===== src/rtl/cbcms_pkg.sv =====
// ============================================================================
// cbcms_pkg
// Shared types, constants and helpers of the centre box color mask stats block.
// ============================================================================
package cbcms_pkg;

    localparam int MAX_DIM_DEF   = 4096;
    localparam int CHANNELS_DEF  = 4;

    localparam int CFG_W         = 13;
    localparam int CFG_DIM_LIMIT = (1 << CFG_W) - 1;

    localparam int WIDTH_RESET   = 320;
    localparam int HEIGHT_RESET  = 240;
    localparam int HALF_RESET    = 16;
    localparam int CHAN_A_RESET  = 2;
    localparam int CHAN_B_RESET  = 1;
    localparam int THR_RESET     = 0;

    localparam int PADDR_W       = 5;
    localparam int PDATA_W       = 32;
    localparam int QUEUE_DEPTH   = 4;

    localparam int MEAN_W        = 17;
    localparam int COUNT_W       = 25;
    localparam int CENT_W        = 20;

    typedef logic [PADDR_W-3:0] reg_index_t;

    localparam reg_index_t REG_FRAME_WIDTH    = 3'd0;
    localparam reg_index_t REG_FRAME_HEIGHT   = 3'd1;
    localparam reg_index_t REG_BOX_HALF_SIZE  = 3'd2;
    localparam reg_index_t REG_CHANNEL_A      = 3'd3;
    localparam reg_index_t REG_CHANNEL_B      = 3'd4;
    localparam reg_index_t REG_DIFF_THRESHOLD = 3'd5;

    typedef struct packed {
        logic [CFG_W-1:0]  frame_width;
        logic [CFG_W-1:0]  frame_height;
        logic [CFG_W-1:0]  box_half_size;
        logic [1:0]        channel_a;
        logic [1:0]        channel_b;
        logic signed [8:0] diff_threshold;
    } cfg_regs_t;

    typedef struct packed {
        logic              in_box;
        logic              hit;
        logic              last;
        logic signed [8:0] diff;
    } pix_class_t;

    typedef enum logic [2:0] {
        BK_ACC,
        BK_MEAN_LOAD,
        BK_MEAN_WAIT,
        BK_CENT_LOAD,
        BK_CENT_WAIT,
        BK_PRESENT
    } back_state_t;

    // largest frame dimension the registers can hold
    function automatic int dim_limit(int max_dim);
        return (max_dim < CFG_DIM_LIMIT) ? max_dim : CFG_DIM_LIMIT;
    endfunction

    // largest dimension reachable, reset values included
    function automatic int dim_span(int max_dim);
        int m;
        m = dim_limit(max_dim);
        if (m < WIDTH_RESET) m = WIDTH_RESET;
        if (m < HEIGHT_RESET) m = HEIGHT_RESET;
        return m;
    endfunction

    function automatic logic [CFG_W-1:0] box_lo(logic [CFG_W-1:0] size,
                                                logic [CFG_W-1:0] half);
        logic [CFG_W-1:0] c;
        c = size >> 1;
        return (c > half) ? c - half : '0;
    endfunction

    function automatic logic [CFG_W-1:0] box_hi(logic [CFG_W-1:0] size,
                                                logic [CFG_W-1:0] half);
        logic [CFG_W-1:0] c;
        logic [CFG_W:0]   s;
        c = size >> 1;
        s = {1'b0, c} + {1'b0, half};
        return (s < {1'b0, size}) ? s[CFG_W-1:0] : size;
    endfunction

endpackage


===== src/rtl/cbcms_pix_if.sv =====
// ============================================================================
// cbcms_pix_if
// Pixel item channel: valid/ready handshake with four 8-bit channels.
// ============================================================================
interface cbcms_pix_if;
    logic       valid;
    logic       ready;
    logic [7:0] chan0;
    logic [7:0] chan1;
    logic [7:0] chan2;
    logic [7:0] chan3;

    modport source (output valid, output chan0, output chan1, output chan2,
                    output chan3, input ready);
    modport sink   (input valid, input chan0, input chan1, input chan2,
                    input chan3, output ready);
endinterface


===== src/rtl/cbcms_res_if.sv =====
// ============================================================================
// cbcms_res_if
// Result item channel: valid/ready handshake with the per-frame statistics.
// ============================================================================
interface cbcms_res_if;
    logic                                valid;
    logic                                ready;
    logic signed [cbcms_pkg::MEAN_W-1:0] diff_mean_q8;
    logic [cbcms_pkg::COUNT_W-1:0]       box_area;
    logic [cbcms_pkg::COUNT_W-1:0]       hit_count;
    logic [cbcms_pkg::CENT_W-1:0]        x_centroid_q8;
    logic                                hit_found;

    modport source (output valid, output diff_mean_q8, output box_area,
                    output hit_count, output x_centroid_q8, output hit_found,
                    input ready);
    modport sink   (input valid, input diff_mean_q8, input box_area,
                    input hit_count, input x_centroid_q8, input hit_found,
                    output ready);
endinterface


===== src/rtl/cbcms_cfg.sv =====
// ============================================================================
// cbcms_cfg
// APB register file; a frame size write restarts the frame.
// ============================================================================
module cbcms_cfg #(
    parameter int MAX_DIM = cbcms_pkg::MAX_DIM_DEF
) (
    input  logic                           clk,
    input  logic                           rst_n,
    input  logic                           psel,
    input  logic                           penable,
    input  logic                           pwrite,
    input  logic [cbcms_pkg::PADDR_W-1:0]  paddr,
    input  logic [cbcms_pkg::PDATA_W-1:0]  pwdata,
    output logic [cbcms_pkg::PDATA_W-1:0]  prdata,
    output logic                           pready,
    output cbcms_pkg::cfg_regs_t           cfg,
    output logic                           restart
);

    localparam int CW = cbcms_pkg::CFG_W;
    localparam logic [CW-1:0] DIM_LIM = CW'(cbcms_pkg::dim_limit(MAX_DIM));

    cbcms_pkg::cfg_regs_t   cfg_reg;
    cbcms_pkg::cfg_regs_t   cfg_next;
    cbcms_pkg::reg_index_t  idx;
    logic                   wr;
    logic [CW-1:0]          dim_raw;
    logic [CW-1:0]          dim_clamped;

    assign pready  = 1'b1;
    assign idx     = paddr[cbcms_pkg::PADDR_W-1:2];
    assign wr      = psel && penable && pwrite && pready;
    assign dim_raw = pwdata[CW-1:0];
    assign cfg     = cfg_reg;

    always_comb
    begin
        if (dim_raw == '0)
            dim_clamped = CW'(1);
        else if (dim_raw > DIM_LIM)
            dim_clamped = DIM_LIM;
        else
            dim_clamped = dim_raw;
    end

    always_comb
    begin
        cfg_next = cfg_reg;
        restart  = 1'b0;
        if (wr)
        begin
            case (idx)
                cbcms_pkg::REG_FRAME_WIDTH:
                begin
                    cfg_next.frame_width = dim_clamped;
                    restart = 1'b1;
                end
                cbcms_pkg::REG_FRAME_HEIGHT:
                begin
                    cfg_next.frame_height = dim_clamped;
                    restart = 1'b1;
                end
                cbcms_pkg::REG_BOX_HALF_SIZE:  cfg_next.box_half_size  = pwdata[CW-1:0];
                cbcms_pkg::REG_CHANNEL_A:      cfg_next.channel_a      = pwdata[1:0];
                cbcms_pkg::REG_CHANNEL_B:      cfg_next.channel_b      = pwdata[1:0];
                cbcms_pkg::REG_DIFF_THRESHOLD: cfg_next.diff_threshold = pwdata[8:0];
                default: ;
            endcase
        end
    end

    always_comb
    begin
        case (idx)
            cbcms_pkg::REG_FRAME_WIDTH:    prdata = 32'(cfg_reg.frame_width);
            cbcms_pkg::REG_FRAME_HEIGHT:   prdata = 32'(cfg_reg.frame_height);
            cbcms_pkg::REG_BOX_HALF_SIZE:  prdata = 32'(cfg_reg.box_half_size);
            cbcms_pkg::REG_CHANNEL_A:      prdata = 32'(cfg_reg.channel_a);
            cbcms_pkg::REG_CHANNEL_B:      prdata = 32'(cfg_reg.channel_b);
            cbcms_pkg::REG_DIFF_THRESHOLD: prdata = {23'd0, cfg_reg.diff_threshold};
            default:                       prdata = '0;
        endcase
    end

    always_ff @(posedge clk or negedge rst_n)
    begin
        if (!rst_n)
        begin
            cfg_reg.frame_width    <= CW'(cbcms_pkg::WIDTH_RESET);
            cfg_reg.frame_height   <= CW'(cbcms_pkg::HEIGHT_RESET);
            cfg_reg.box_half_size  <= CW'(cbcms_pkg::HALF_RESET);
            cfg_reg.channel_a      <= 2'(cbcms_pkg::CHAN_A_RESET);
            cfg_reg.channel_b      <= 2'(cbcms_pkg::CHAN_B_RESET);
            cfg_reg.diff_threshold <= 9'(cbcms_pkg::THR_RESET);
        end
        else
        begin
            cfg_reg <= cfg_next;
        end
    end

endmodule


===== src/rtl/cbcms_front.sv =====
// ============================================================================
// cbcms_front
// Accepts pixels, tracks raster position, classifies box membership and hits.
// ============================================================================
module cbcms_front #(
    parameter  int MAX_DIM  = cbcms_pkg::MAX_DIM_DEF,
    parameter  int CHANNELS = cbcms_pkg::CHANNELS_DEF,
    localparam int POS_W    = $clog2(cbcms_pkg::dim_span(MAX_DIM))
) (
    input  logic                  clk,
    input  logic                  rst_n,
    cbcms_pix_if.sink             pix,
    input  cbcms_pkg::cfg_regs_t  cfg,
    input  logic                  restart,
    input  logic                  q_full,
    output logic                  q_push,
    output cbcms_pkg::pix_class_t q_cls,
    output logic [POS_W-1:0]      q_col
);

    localparam int CW = cbcms_pkg::CFG_W;

    logic [POS_W-1:0] col_reg;
    logic [POS_W-1:0] row_reg;
    logic [7:0]       chans [4];
    logic [7:0]       val_a;
    logic [7:0]       val_b;
    logic [CW-1:0]    x0, x1, y0, y1;
    logic [CW-1:0]    col_ext, row_ext;
    logic [CW:0]      col_inc, row_inc;
    logic             col_wrap, row_wrap;
    logic             accept;

    assign pix.ready = !q_full;
    assign accept    = pix.valid && !q_full;
    assign q_push    = accept;
    assign q_col     = col_reg;

    assign chans[0] = pix.chan0;
    assign chans[1] = pix.chan1;
    assign chans[2] = pix.chan2;
    assign chans[3] = pix.chan3;

    assign val_a = (int'(cfg.channel_a) < CHANNELS) ? chans[cfg.channel_a] : 8'd0;
    assign val_b = (int'(cfg.channel_b) < CHANNELS) ? chans[cfg.channel_b] : 8'd0;

    assign x0 = cbcms_pkg::box_lo(cfg.frame_width, cfg.box_half_size);
    assign x1 = cbcms_pkg::box_hi(cfg.frame_width, cfg.box_half_size);
    assign y0 = cbcms_pkg::box_lo(cfg.frame_height, cfg.box_half_size);
    assign y1 = cbcms_pkg::box_hi(cfg.frame_height, cfg.box_half_size);

    assign col_ext  = CW'(col_reg);
    assign row_ext  = CW'(row_reg);
    assign col_inc  = {1'b0, col_ext} + (CW+1)'(1);
    assign row_inc  = {1'b0, row_ext} + (CW+1)'(1);
    assign col_wrap = col_inc >= {1'b0, cfg.frame_width};
    assign row_wrap = row_inc >= {1'b0, cfg.frame_height};

    always_comb
    begin
        q_cls.in_box = (col_ext >= x0) && (col_ext < x1) &&
                       (row_ext >= y0) && (row_ext < y1);
        q_cls.diff   = $signed({1'b0, val_a}) - $signed({1'b0, val_b});
        q_cls.hit    = q_cls.in_box && (q_cls.diff > cfg.diff_threshold);
        q_cls.last   = col_wrap && row_wrap;
    end

    always_ff @(posedge clk or negedge rst_n)
    begin
        if (!rst_n)
        begin
            col_reg <= '0;
            row_reg <= '0;
        end
        else if (restart)
        begin
            col_reg <= '0;
            row_reg <= '0;
        end
        else if (accept)
        begin
            if (col_wrap)
            begin
                col_reg <= '0;
                if (row_wrap)
                    row_reg <= '0;
                else
                    row_reg <= row_reg + POS_W'(1);
            end
            else
            begin
                col_reg <= col_reg + POS_W'(1);
            end
        end
    end

endmodule


===== src/rtl/cbcms_queue.sv =====
// ============================================================================
// cbcms_queue
// Small FIFO between the classifying front and the accumulating back.
// ============================================================================
module cbcms_queue #(
    parameter int WIDTH = 16,
    parameter int DEPTH = cbcms_pkg::QUEUE_DEPTH
) (
    input  logic             clk,
    input  logic             rst_n,
    input  logic             push,
    input  logic [WIDTH-1:0] wdata,
    input  logic             pop,
    output logic [WIDTH-1:0] rdata,
    output logic             full,
    output logic             empty
);

    localparam int PTR_W = (DEPTH > 1) ? $clog2(DEPTH) : 1;
    localparam int CNT_W = $clog2(DEPTH + 1);

    logic [WIDTH-1:0] entry_reg [DEPTH];
    logic [PTR_W-1:0] wr_ptr_reg;
    logic [PTR_W-1:0] rd_ptr_reg;
    logic [CNT_W-1:0] count_reg;
    logic             do_push;
    logic             do_pop;

    assign full    = count_reg == CNT_W'(DEPTH);
    assign empty   = count_reg == '0;
    assign do_push = push && !full;
    assign do_pop  = pop && !empty;
    assign rdata   = entry_reg[rd_ptr_reg];

    always_ff @(posedge clk)
    begin
        if (do_push)
            entry_reg[wr_ptr_reg] <= wdata;
    end

    always_ff @(posedge clk or negedge rst_n)
    begin
        if (!rst_n)
        begin
            wr_ptr_reg <= '0;
            rd_ptr_reg <= '0;
            count_reg  <= '0;
        end
        else
        begin
            if (do_push)
                wr_ptr_reg <= (int'(wr_ptr_reg) == DEPTH - 1) ? '0 : wr_ptr_reg + PTR_W'(1);
            if (do_pop)
                rd_ptr_reg <= (int'(rd_ptr_reg) == DEPTH - 1) ? '0 : rd_ptr_reg + PTR_W'(1);
            if (do_push && !do_pop)
                count_reg <= count_reg + CNT_W'(1);
            else if (do_pop && !do_push)
                count_reg <= count_reg - CNT_W'(1);
        end
    end

endmodule


===== src/rtl/cbcms_div.sv =====
// ============================================================================
// cbcms_div
// Restoring unsigned divider, one quotient bit per cycle.
// ============================================================================
module cbcms_div #(
    parameter int N = 46,
    parameter int M = 26
) (
    input  logic         clk,
    input  logic         rst_n,
    input  logic         start,
    input  logic [N-1:0] dividend,
    input  logic [M-1:0] divisor,
    output logic         busy,
    output logic         done,
    output logic [N-1:0] quotient
);

    localparam int CNT_W = $clog2(N + 1);

    logic [N-1:0]     acc_reg;
    logic [M-1:0]     rem_reg;
    logic [M-1:0]     dsr_reg;
    logic [CNT_W-1:0] cnt_reg;
    logic             busy_reg;
    logic             done_reg;
    logic [M:0]       trial;
    logic [M:0]       trial_sub;
    logic             ge;

    assign trial     = {rem_reg, acc_reg[N-1]};
    assign trial_sub = trial - {1'b0, dsr_reg};
    assign ge        = trial >= {1'b0, dsr_reg};
    assign busy      = busy_reg;
    assign done      = done_reg;
    assign quotient  = acc_reg;

    always_ff @(posedge clk)
    begin
        if (start)
        begin
            acc_reg <= dividend;
            rem_reg <= '0;
            dsr_reg <= divisor;
        end
        else if (busy_reg)
        begin
            acc_reg <= {acc_reg[N-2:0], ge};
            rem_reg <= ge ? trial_sub[M-1:0] : trial[M-1:0];
        end
    end

    always_ff @(posedge clk or negedge rst_n)
    begin
        if (!rst_n)
        begin
            cnt_reg  <= '0;
            busy_reg <= 1'b0;
            done_reg <= 1'b0;
        end
        else if (start)
        begin
            cnt_reg  <= CNT_W'(N);
            busy_reg <= 1'b1;
            done_reg <= 1'b0;
        end
        else
        begin
            done_reg <= busy_reg && (cnt_reg == CNT_W'(1));
            if (busy_reg)
            begin
                cnt_reg <= cnt_reg - CNT_W'(1);
                if (cnt_reg == CNT_W'(1))
                    busy_reg <= 1'b0;
            end
        end
    end

endmodule


===== src/rtl/cbcms_back.sv =====
// ============================================================================
// cbcms_back
// Accumulates classified pixels and finishes each frame with two divisions.
// ============================================================================
module cbcms_back #(
    parameter  int MAX_DIM = cbcms_pkg::MAX_DIM_DEF,
    localparam int POS_W   = $clog2(cbcms_pkg::dim_span(MAX_DIM))
) (
    input  logic                  clk,
    input  logic                  rst_n,
    input  cbcms_pkg::cfg_regs_t  cfg,
    input  logic                  restart,
    input  logic                  q_empty,
    output logic                  q_pop,
    input  cbcms_pkg::pix_class_t q_cls,
    input  logic [POS_W-1:0]      q_col,
    cbcms_res_if.source           res
);

    localparam int CW      = cbcms_pkg::CFG_W;
    localparam int DIM_W   = $clog2(cbcms_pkg::dim_span(MAX_DIM) + 1);
    localparam int AREA_W  = 2 * DIM_W;
    localparam int DACC_W  = AREA_W + 9;
    localparam int MAG_W   = AREA_W + 8;
    localparam int XACC_W  = AREA_W + POS_W;
    localparam int DIV_N   = ((MAG_W > XACC_W) ? MAG_W : XACC_W) + 8;
    localparam int MEAN_W  = cbcms_pkg::MEAN_W;
    localparam int COUNT_W = cbcms_pkg::COUNT_W;
    localparam int CENT_W  = cbcms_pkg::CENT_W;

    cbcms_pkg::back_state_t state_reg;
    cbcms_pkg::back_state_t state_next;

    logic [DACC_W-1:0]  diff_acc_reg, diff_sum;
    logic [AREA_W-1:0]  hit_acc_reg, hit_sum;
    logic [XACC_W-1:0]  x_acc_reg, x_sum;
    logic [DACC_W-1:0]  fin_diff_reg;
    logic [AREA_W-1:0]  fin_hit_reg;
    logic [XACC_W-1:0]  fin_x_reg;
    logic [AREA_W-1:0]  area_reg;
    logic [MEAN_W-1:0]  mean_reg;
    logic [CENT_W-1:0]  cent_reg;

    logic               out_valid_reg;
    logic [MEAN_W-1:0]  out_mean_reg;
    logic [COUNT_W-1:0] out_area_reg;
    logic [COUNT_W-1:0] out_hit_reg;
    logic [CENT_W-1:0]  out_cent_reg;
    logic               out_found_reg;

    logic [CW-1:0]      x0, x1, y0, y1;
    logic [2*CW-1:0]    area_full;
    logic [DACC_W-1:0]  diff_ext;
    logic [DACC_W-1:0]  diff_negated;
    logic [MAG_W-1:0]   mag;
    logic               neg;
    logic [MEAN_W-1:0]  mean_mag;

    logic               load_fin, take_mean, take_cent, load_out, sel_cent;
    logic               div_start, div_busy, div_done;
    logic [DIV_N-1:0]   div_dividend, div_q;
    logic [AREA_W-1:0]  div_divisor;

    assign x0 = cbcms_pkg::box_lo(cfg.frame_width, cfg.box_half_size);
    assign x1 = cbcms_pkg::box_hi(cfg.frame_width, cfg.box_half_size);
    assign y0 = cbcms_pkg::box_lo(cfg.frame_height, cfg.box_half_size);
    assign y1 = cbcms_pkg::box_hi(cfg.frame_height, cfg.box_half_size);
    assign area_full = (2*CW)'(x1 - x0) * (2*CW)'(y1 - y0);

    assign diff_ext = {{(DACC_W-9){q_cls.diff[8]}}, q_cls.diff};
    assign diff_sum = diff_acc_reg + (q_cls.in_box ? diff_ext : '0);
    assign hit_sum  = hit_acc_reg + AREA_W'(q_cls.hit);
    assign x_sum    = x_acc_reg + (q_cls.hit ? XACC_W'(q_col) : '0);

    assign neg          = fin_diff_reg[DACC_W-1];
    assign diff_negated = '0 - fin_diff_reg;
    assign mag          = neg ? diff_negated[MAG_W-1:0] : fin_diff_reg[MAG_W-1:0];
    assign mean_mag     = div_q[MEAN_W-1:0];

    assign div_dividend = sel_cent ? DIV_N'({fin_x_reg, 8'd0}) : DIV_N'({mag, 8'd0});
    assign div_divisor  = sel_cent ? fin_hit_reg : area_reg;

    cbcms_div #(
        .N (DIV_N),
        .M (AREA_W)
    ) u_div (
        .clk      (clk),
        .rst_n    (rst_n),
        .start    (div_start),
        .dividend (div_dividend),
        .divisor  (div_divisor),
        .busy     (div_busy),
        .done     (div_done),
        .quotient (div_q)
    );

    always_ff @(posedge clk or negedge rst_n)
    begin
        if (!rst_n)
            state_reg <= cbcms_pkg::BK_ACC;
        else
            state_reg <= state_next;
    end

    always_comb
    begin
        state_next = state_reg;
        q_pop      = 1'b0;
        load_fin   = 1'b0;
        take_mean  = 1'b0;
        take_cent  = 1'b0;
        load_out   = 1'b0;
        sel_cent   = 1'b0;
        div_start  = 1'b0;
        case (state_reg)
            cbcms_pkg::BK_ACC:
            begin
                if (!q_empty)
                begin
                    q_pop = 1'b1;
                    if (q_cls.last)
                    begin
                        load_fin   = 1'b1;
                        state_next = cbcms_pkg::BK_MEAN_LOAD;
                    end
                end
            end
            cbcms_pkg::BK_MEAN_LOAD:
            begin
                div_start  = 1'b1;
                state_next = cbcms_pkg::BK_MEAN_WAIT;
            end
            cbcms_pkg::BK_MEAN_WAIT:
            begin
                if (div_done)
                begin
                    take_mean  = 1'b1;
                    state_next = cbcms_pkg::BK_CENT_LOAD;
                end
            end
            cbcms_pkg::BK_CENT_LOAD:
            begin
                sel_cent   = 1'b1;
                div_start  = 1'b1;
                state_next = cbcms_pkg::BK_CENT_WAIT;
            end
            cbcms_pkg::BK_CENT_WAIT:
            begin
                if (div_done)
                begin
                    take_cent  = 1'b1;
                    state_next = cbcms_pkg::BK_PRESENT;
                end
            end
            cbcms_pkg::BK_PRESENT:
            begin
                if (!out_valid_reg || res.ready)
                begin
                    load_out   = 1'b1;
                    state_next = cbcms_pkg::BK_ACC;
                end
            end
            default: state_next = cbcms_pkg::BK_ACC;
        endcase
    end

    always_ff @(posedge clk or negedge rst_n)
    begin
        if (!rst_n)
        begin
            diff_acc_reg <= '0;
            hit_acc_reg  <= '0;
            x_acc_reg    <= '0;
        end
        else if (restart || (q_pop && q_cls.last))
        begin
            diff_acc_reg <= '0;
            hit_acc_reg  <= '0;
            x_acc_reg    <= '0;
        end
        else if (q_pop)
        begin
            diff_acc_reg <= diff_sum;
            hit_acc_reg  <= hit_sum;
            x_acc_reg    <= x_sum;
        end
    end

    always_ff @(posedge clk)
    begin
        if (load_fin)
        begin
            fin_diff_reg <= diff_sum;
            fin_hit_reg  <= hit_sum;
            fin_x_reg    <= x_sum;
            area_reg     <= AREA_W'(area_full);
        end
        if (take_mean)
        begin
            if (area_reg == '0)
                mean_reg <= '0;
            else
                mean_reg <= neg ? -mean_mag : mean_mag;
        end
        if (take_cent)
            cent_reg <= (fin_hit_reg == '0) ? '0 : div_q[CENT_W-1:0];
        if (load_out)
        begin
            out_mean_reg  <= mean_reg;
            out_area_reg  <= COUNT_W'(area_reg);
            out_hit_reg   <= COUNT_W'(fin_hit_reg);
            out_cent_reg  <= cent_reg;
            out_found_reg <= fin_hit_reg != '0;
        end
    end

    always_ff @(posedge clk or negedge rst_n)
    begin
        if (!rst_n)
            out_valid_reg <= 1'b0;
        else if (load_out)
            out_valid_reg <= 1'b1;
        else if (res.ready)
            out_valid_reg <= 1'b0;
    end

    assign res.valid         = out_valid_reg;
    assign res.diff_mean_q8  = out_mean_reg;
    assign res.box_area      = out_area_reg;
    assign res.hit_count     = out_hit_reg;
    assign res.x_centroid_q8 = out_cent_reg;
    assign res.hit_found     = out_found_reg;

    a_start_idle: assert property (@(posedge clk) disable iff (!rst_n)
        div_start |-> !div_busy)
        else $error("divider started while busy");

    a_done_waiting: assert property (@(posedge clk) disable iff (!rst_n)
        div_done |-> (state_reg == cbcms_pkg::BK_MEAN_WAIT ||
                      state_reg == cbcms_pkg::BK_CENT_WAIT))
        else $error("divider finished outside a wait state");

    a_result_from_present: assert property (@(posedge clk) disable iff (!rst_n)
        $rose(out_valid_reg) |-> $past(state_reg) == cbcms_pkg::BK_PRESENT)
        else $error("result raised without a finished frame");

    a_present_holds: assert property (@(posedge clk) disable iff (!rst_n)
        (state_reg == cbcms_pkg::BK_PRESENT && out_valid_reg && !res.ready)
        |=> state_reg == cbcms_pkg::BK_PRESENT)
        else $error("pending result overwritten");

endmodule


===== src/rtl/centre_box_color_mask_stats.sv =====
// ============================================================================
// centre_box_color_mask_stats
// Centre box channel-difference statistics over a raster frame of pixels.
// ============================================================================
// Throughput: one pixel item per cycle inside a frame while the back end is accumulating.
// After the last pixel the back end runs two serial DIV_N-bit divisions,
// mean then centroid (DIV_N = 46 at MAX_DIM 4096); the result is valid once
// BK_PRESENT loads the result register. Up to QUEUE_DEPTH pixels of the next
// frame enter meanwhile, then the input stalls until that register is loaded.
// Reset: asynchronous; registers return to defaults, positions and sums clear.
// ============================================================================
module centre_box_color_mask_stats #(
    parameter int MAX_DIM  = cbcms_pkg::MAX_DIM_DEF,
    parameter int CHANNELS = cbcms_pkg::CHANNELS_DEF
) (
    input  logic                          clk,
    input  logic                          rst_n,
    input  logic                          psel,
    input  logic                          penable,
    input  logic                          pwrite,
    input  logic [cbcms_pkg::PADDR_W-1:0] paddr,
    input  logic [cbcms_pkg::PDATA_W-1:0] pwdata,
    output logic [cbcms_pkg::PDATA_W-1:0] prdata,
    output logic                          pready,
    cbcms_pix_if.sink                     pix,
    cbcms_res_if.source                   res
);

    localparam int POS_W = $clog2(cbcms_pkg::dim_span(MAX_DIM));
    localparam int QW    = $bits(cbcms_pkg::pix_class_t) + POS_W;

    cbcms_pkg::cfg_regs_t  cfg;
    logic                  restart;
    logic                  q_push, q_pop, q_full, q_empty;
    cbcms_pkg::pix_class_t cls_in, cls_out;
    logic [POS_W-1:0]      col_in, col_out;
    logic [QW-1:0]         q_rdata;

    cbcms_cfg #(
        .MAX_DIM (MAX_DIM)
    ) u_cfg (
        .clk     (clk),
        .rst_n   (rst_n),
        .psel    (psel),
        .penable (penable),
        .pwrite  (pwrite),
        .paddr   (paddr),
        .pwdata  (pwdata),
        .prdata  (prdata),
        .pready  (pready),
        .cfg     (cfg),
        .restart (restart)
    );

    cbcms_front #(
        .MAX_DIM  (MAX_DIM),
        .CHANNELS (CHANNELS)
    ) u_front (
        .clk     (clk),
        .rst_n   (rst_n),
        .pix     (pix),
        .cfg     (cfg),
        .restart (restart),
        .q_full  (q_full),
        .q_push  (q_push),
        .q_cls   (cls_in),
        .q_col   (col_in)
    );

    cbcms_queue #(
        .WIDTH (QW),
        .DEPTH (cbcms_pkg::QUEUE_DEPTH)
    ) u_queue (
        .clk   (clk),
        .rst_n (rst_n),
        .push  (q_push),
        .wdata ({cls_in, col_in}),
        .pop   (q_pop),
        .rdata (q_rdata),
        .full  (q_full),
        .empty (q_empty)
    );

    assign cls_out = q_rdata[QW-1:POS_W];
    assign col_out = q_rdata[POS_W-1:0];

    cbcms_back #(
        .MAX_DIM (MAX_DIM)
    ) u_back (
        .clk     (clk),
        .rst_n   (rst_n),
        .cfg     (cfg),
        .restart (restart),
        .q_empty (q_empty),
        .q_pop   (q_pop),
        .q_cls   (cls_out),
        .q_col   (col_out),
        .res     (res)
    );

endmodule

===== src/flat_wrapper.sv =====
// flat-port wrapper written by rule: the top's interface ports become plain ports
module centre_box_color_mask_stats_flat 
#(
    parameter int MAX_DIM  = cbcms_pkg::MAX_DIM_DEF,
    parameter int CHANNELS = cbcms_pkg::CHANNELS_DEF
)
  (clk, rst_n, psel, penable, pwrite, paddr, pwdata, prdata, pready, pix_valid, pix_chan0, pix_chan1, pix_chan2, pix_chan3, pix_ready, res_valid, res_diff_mean_q8, res_box_area, res_hit_count, res_x_centroid_q8, res_hit_found, res_ready);
  cbcms_pix_if pix_i ();
  cbcms_res_if res_i ();
  input  logic clk;
  input  logic rst_n;
  input  logic psel;
  input  logic penable;
  input  logic pwrite;
  input  logic [cbcms_pkg::PADDR_W-1:0] paddr;
  input  logic [cbcms_pkg::PDATA_W-1:0] pwdata;
  output logic [cbcms_pkg::PDATA_W-1:0] prdata;
  output logic pready;
  input wire logic [$bits(pix_i.valid)-1:0] pix_valid;
  input wire logic [$bits(pix_i.chan0)-1:0] pix_chan0;
  input wire logic [$bits(pix_i.chan1)-1:0] pix_chan1;
  input wire logic [$bits(pix_i.chan2)-1:0] pix_chan2;
  input wire logic [$bits(pix_i.chan3)-1:0] pix_chan3;
  output wire logic [$bits(pix_i.ready)-1:0] pix_ready;
  output wire logic [$bits(res_i.valid)-1:0] res_valid;
  output wire logic [$bits(res_i.diff_mean_q8)-1:0] res_diff_mean_q8;
  output wire logic [$bits(res_i.box_area)-1:0] res_box_area;
  output wire logic [$bits(res_i.hit_count)-1:0] res_hit_count;
  output wire logic [$bits(res_i.x_centroid_q8)-1:0] res_x_centroid_q8;
  output wire logic [$bits(res_i.hit_found)-1:0] res_hit_found;
  input wire logic [$bits(res_i.ready)-1:0] res_ready;
  assign pix_i.valid = pix_valid;
  assign pix_i.chan0 = pix_chan0;
  assign pix_i.chan1 = pix_chan1;
  assign pix_i.chan2 = pix_chan2;
  assign pix_i.chan3 = pix_chan3;
  assign pix_ready = pix_i.ready;
  assign res_valid = res_i.valid;
  assign res_diff_mean_q8 = res_i.diff_mean_q8;
  assign res_box_area = res_i.box_area;
  assign res_hit_count = res_i.hit_count;
  assign res_x_centroid_q8 = res_i.x_centroid_q8;
  assign res_hit_found = res_i.hit_found;
  assign res_i.ready = res_ready;
  centre_box_color_mask_stats #(.MAX_DIM(MAX_DIM), .CHANNELS(CHANNELS)) u_core (.clk(clk), .rst_n(rst_n), .psel(psel), .penable(penable), .pwrite(pwrite), .paddr(paddr), .pwdata(pwdata), .prdata(prdata), .pready(pready), .pix(pix_i), .res(res_i));
endmodule

===== config.mk =====
export PLATFORM = sky130hd
export DESIGN_NAME = centre_box_color_mask_stats_flat
export DESIGN_NICKNAME = d
export VERILOG_FILES = /design/src/rtl/cbcms_pkg.sv /design/src/rtl/cbcms_pix_if.sv /design/src/rtl/cbcms_res_if.sv /design/src/rtl/cbcms_cfg.sv /design/src/rtl/cbcms_front.sv /design/src/rtl/cbcms_queue.sv /design/src/rtl/cbcms_div.sv /design/src/rtl/cbcms_back.sv /design/src/rtl/centre_box_color_mask_stats.sv /design/src/flat_wrapper.sv
export SDC_FILE = /design/constraint.sdc
export NUM_CORES = 2
export LEC_CHECK = 0
export BUFFER_PORTS_ARGS = -buffer_cell sky130_fd_sc_hd__buf_2
export CAP_MARGIN = 20
export CORE_ASPECT_RATIO = 0.7
export CORE_UTILIZATION = 45
export CTS_CLUSTER_SIZE = 12
export DETAILED_ROUTE_END_ITERATION = 6
export PLACE_DENSITY_LB_ADDON = 0.05
export SYNTH_ARGS = -nofsm -noshare
export SYNTH_HDL_FRONTEND = slang
export SYNTH_HIERARCHICAL = 1
export SYNTH_SLANG_ARGS = --single-unit
export TNS_END_PERCENT = 1

===== constraint.sdc =====
create_clock -name clk -period 14.9 [get_ports clk]
set_clock_uncertainty 0.05 [all_clocks]
set_input_delay 0 -clock clk [delete_from_list [all_inputs] [get_ports clk]]
set_output_delay 0 -clock clk [all_outputs]
set_load 0.01 [all_outputs]

==> results.ini <==
[layout]
drive_gt1_share_pct = 12.17
regArea_um2 = 17940
post-route-util_pct = 50.24
largest_register_ffs = 96
nets = 5420
multi_input_area_um2 = 27240
areaGrowthSynthToFinish_pct = 10.17
nFillCells = 9681

[synthesis]
yosysWarningCount = 6
ys_seq_area_share_pct = 37.63
avgSynthCellArea_um2 = 10.40
synth_flop_cell = edfxtp_1
synth_top_area_cell = edfxtp_1
synthCells = 4584
synth_top_area_share_pct = 26.33
synth_common_cells = 454 x inv_1, 418 x edfxtp_1, 409 x ha_1, 344 x nand2_1, 304 x nor2_1
yosysUniqueCellTypes = 107
synthTopCellsByArea = edfxtp_1 26%, ha_1 11%, dfrtp_1 9.7%
syn-cell-area_um2 = 47670
post-synth-top-count-cell = inv_1
synth_edf_count = 418
ys_ff_latch = 638
async_flop_share_pct = 30.41

[drt]
wire_per_inst_um = 20.85
ant_nets = 0
maxUsedRoutingLayer = met4
wl_met3_um = 8831
vias = 34329
wl_met1_um = 66170
drt_iter0_drc = 2987
wl_met2_um = 52480
drc = 0
totalWireLength_um = 129400
vias_per_cell = 5.531
drtPass1Iterations = 6

[global_routing]
grt_pass1_wl_um = 200700
antenna_found_initial = 10
grt_pass1_vias = 33234
overflow = 0
grt_max_degree = 127
grt_usage_pct = 24.44

[worst_setup_path]
cp_max_fo = 11
slowest_delay_ns = 0.70
critPathKind = reg2reg
slowest_stage = dfrtp_1
crit_top_cell = fa_1
critPathRequiredTime_ns = 15.24
worstPathArrival_ns = 13.66
r2r_slack_ns = 1.58
endpoint_kind = flop
start_kind = flop

[sta]
rsz0062_at_grt = false
setup_violations = 0
hold_ws_ns = 0.03573
tightest_slew_ns = 1.162
fmax_ghz = 0.07507
timing.setup.tns_ns = 0
period_share_pct = 89.40
relSlewSlack_pct = 21.46
slew_violations = 0
finalHoldViolations = 0
period_minus_slack_ns = 13.32

[clock_network]
cts.reportedPaths.clkPinSlew_ns = 0.06
post_cts_resized = 0
clock-sinks = 638
cts-buffers-inserted = 71
holdBufCountCts = 27
clk_path_buf_depth = 3
post_cts_buffers = 0
htree_num_levels = 3
cts_root_buffer = clkbuf_16
clk_latency_ns = 0.66
cts_tree = yes

[worst_hold_path]
hp-class = in2reg

[placement]
dpl.hpwl_um = 96780
io_buffers = 157
routabilityCongestion = 0.8781

[floorplanning]
die_y_um = 274.3
rows = 99
fp.coreArea_um2 = 104500
fp.dieW_um = 391.0
die_area_um2 = 107300
pin_count = 199
start_util_pct = 45.60

[run]
cap_violations = 0

[status]
outcome = finished, final reports clean

## worst max-delay path: cells and delay by family, from the launching register on
| kind | cells | cell delay, ns |
|---|---|---|
| fa+ha+maj | 10 | 4.55 |
| compound gates | 20 | 4.51 |
| simple gates | 8 | 1.61 |
| flops | 1 | 0.70 |
| buf+inv | 5 | 0.63 |
| xor+xnor | 2 | 0.60 |
| mux | 1 | 0.37 |
## through the flow
step | std cells | setup slack, ns | instance area (um2)
2_1_floorplan | 4609 | 3.127 | 47770
3_3_place_gp | 6048 | 1.830 | 49940
3_5_place_dp | 6049 | 1.748 | 49960
4_1_cts | 6203 | 1.678 | 52500
5_1_grt | 6205 | 0.8582 | 52520
6_report | 6207 | 1.580 | 52520
## logic make-up after synthesis
family	share of synthesized area (%)
other cells	0.02362
mux	6.511
fa+ha+maj	19.05
compound gates	13.37
xor+xnor	5.795
buf+inv	5.572
simple gates	12.05
flops	37.63
## cells in the final DEF, fill, tap and decap left out, drive strengths merged, types with 45 or more instances in the layout
| cell type | synthesis | final |
|---|---|---|
| xnor2 | 179 | 179 |
| buf | 69 | 223 |
| o21ai | 218 | 218 |
| fa | 198 | 198 |
| a21o | 74 | 74 |
| mux2 | 139 | 139 |
| nand3 | 104 | 104 |
| and3 | 45 | 45 |
| mux2i | 63 | 63 |
| nand2b | 55 | 55 |
| a21oi | 231 | 231 |
| a22o | 65 | 65 |
| nor2b | 72 | 72 |
| nor2 | 306 | 306 |
| nand2 | 344 | 344 |
| dfrtp | 185 | 185 |
| o31ai | 48 | 48 |
| edfxtp | 418 | 418 |
| clkbuf | 126 | 102 |
| xor2 | 133 | 133 |
| and2 | 59 | 59 |
| inv | 455 | 460 |
| ha | 409 | 409 |
## routing by layer
layer | global-route usage [%] | up-vias
li1 | - | 16504
met1 | 38.41 | 16782
met2 | 34.51 | 921
met3 | 4.854 | 122
met4 | 4.438 | 0
met5 | 0 | -
## final timing paths
| kind | start | end | cells after the start |
|---|---|---|---|
| max in group asynchronous | rst_n | u_core/u_cfg/cfg[21] | 4 |
| worst min register to register | u_core/u_back/mean_reg[5] | u_core/u_back/res.diff_mean_q8[5] | 0 |
| worst min-delay path | pix_chan3[7] | u_core/u_queue/entry_reg[2][20] | 4 |
| worst max-delay path | u_core/u_cfg/cfg[28] | u_core/u_back/area_reg[25] | 46 |
| worst max register to register | u_core/u_cfg/cfg[28] | u_core/u_back/area_reg[25] | 46 |
| min in group asynchronous | rst_n | u_core/u_back/u_div/busy | 3 |
## layout make-up
type,instances,area share (%)
clock inverter,26,0.5574
multi-input combinational,3320,51.87
tap,1414,3.369
antenna,2,0.009529
sequential,638,34.16
clock buffer,101,3.733
timing repair buffer,250,3.049
inverter,456,3.259
Power is not shown: default switching activity piles up to over one toggle a cycle in this logic, so the estimate is an artifact.
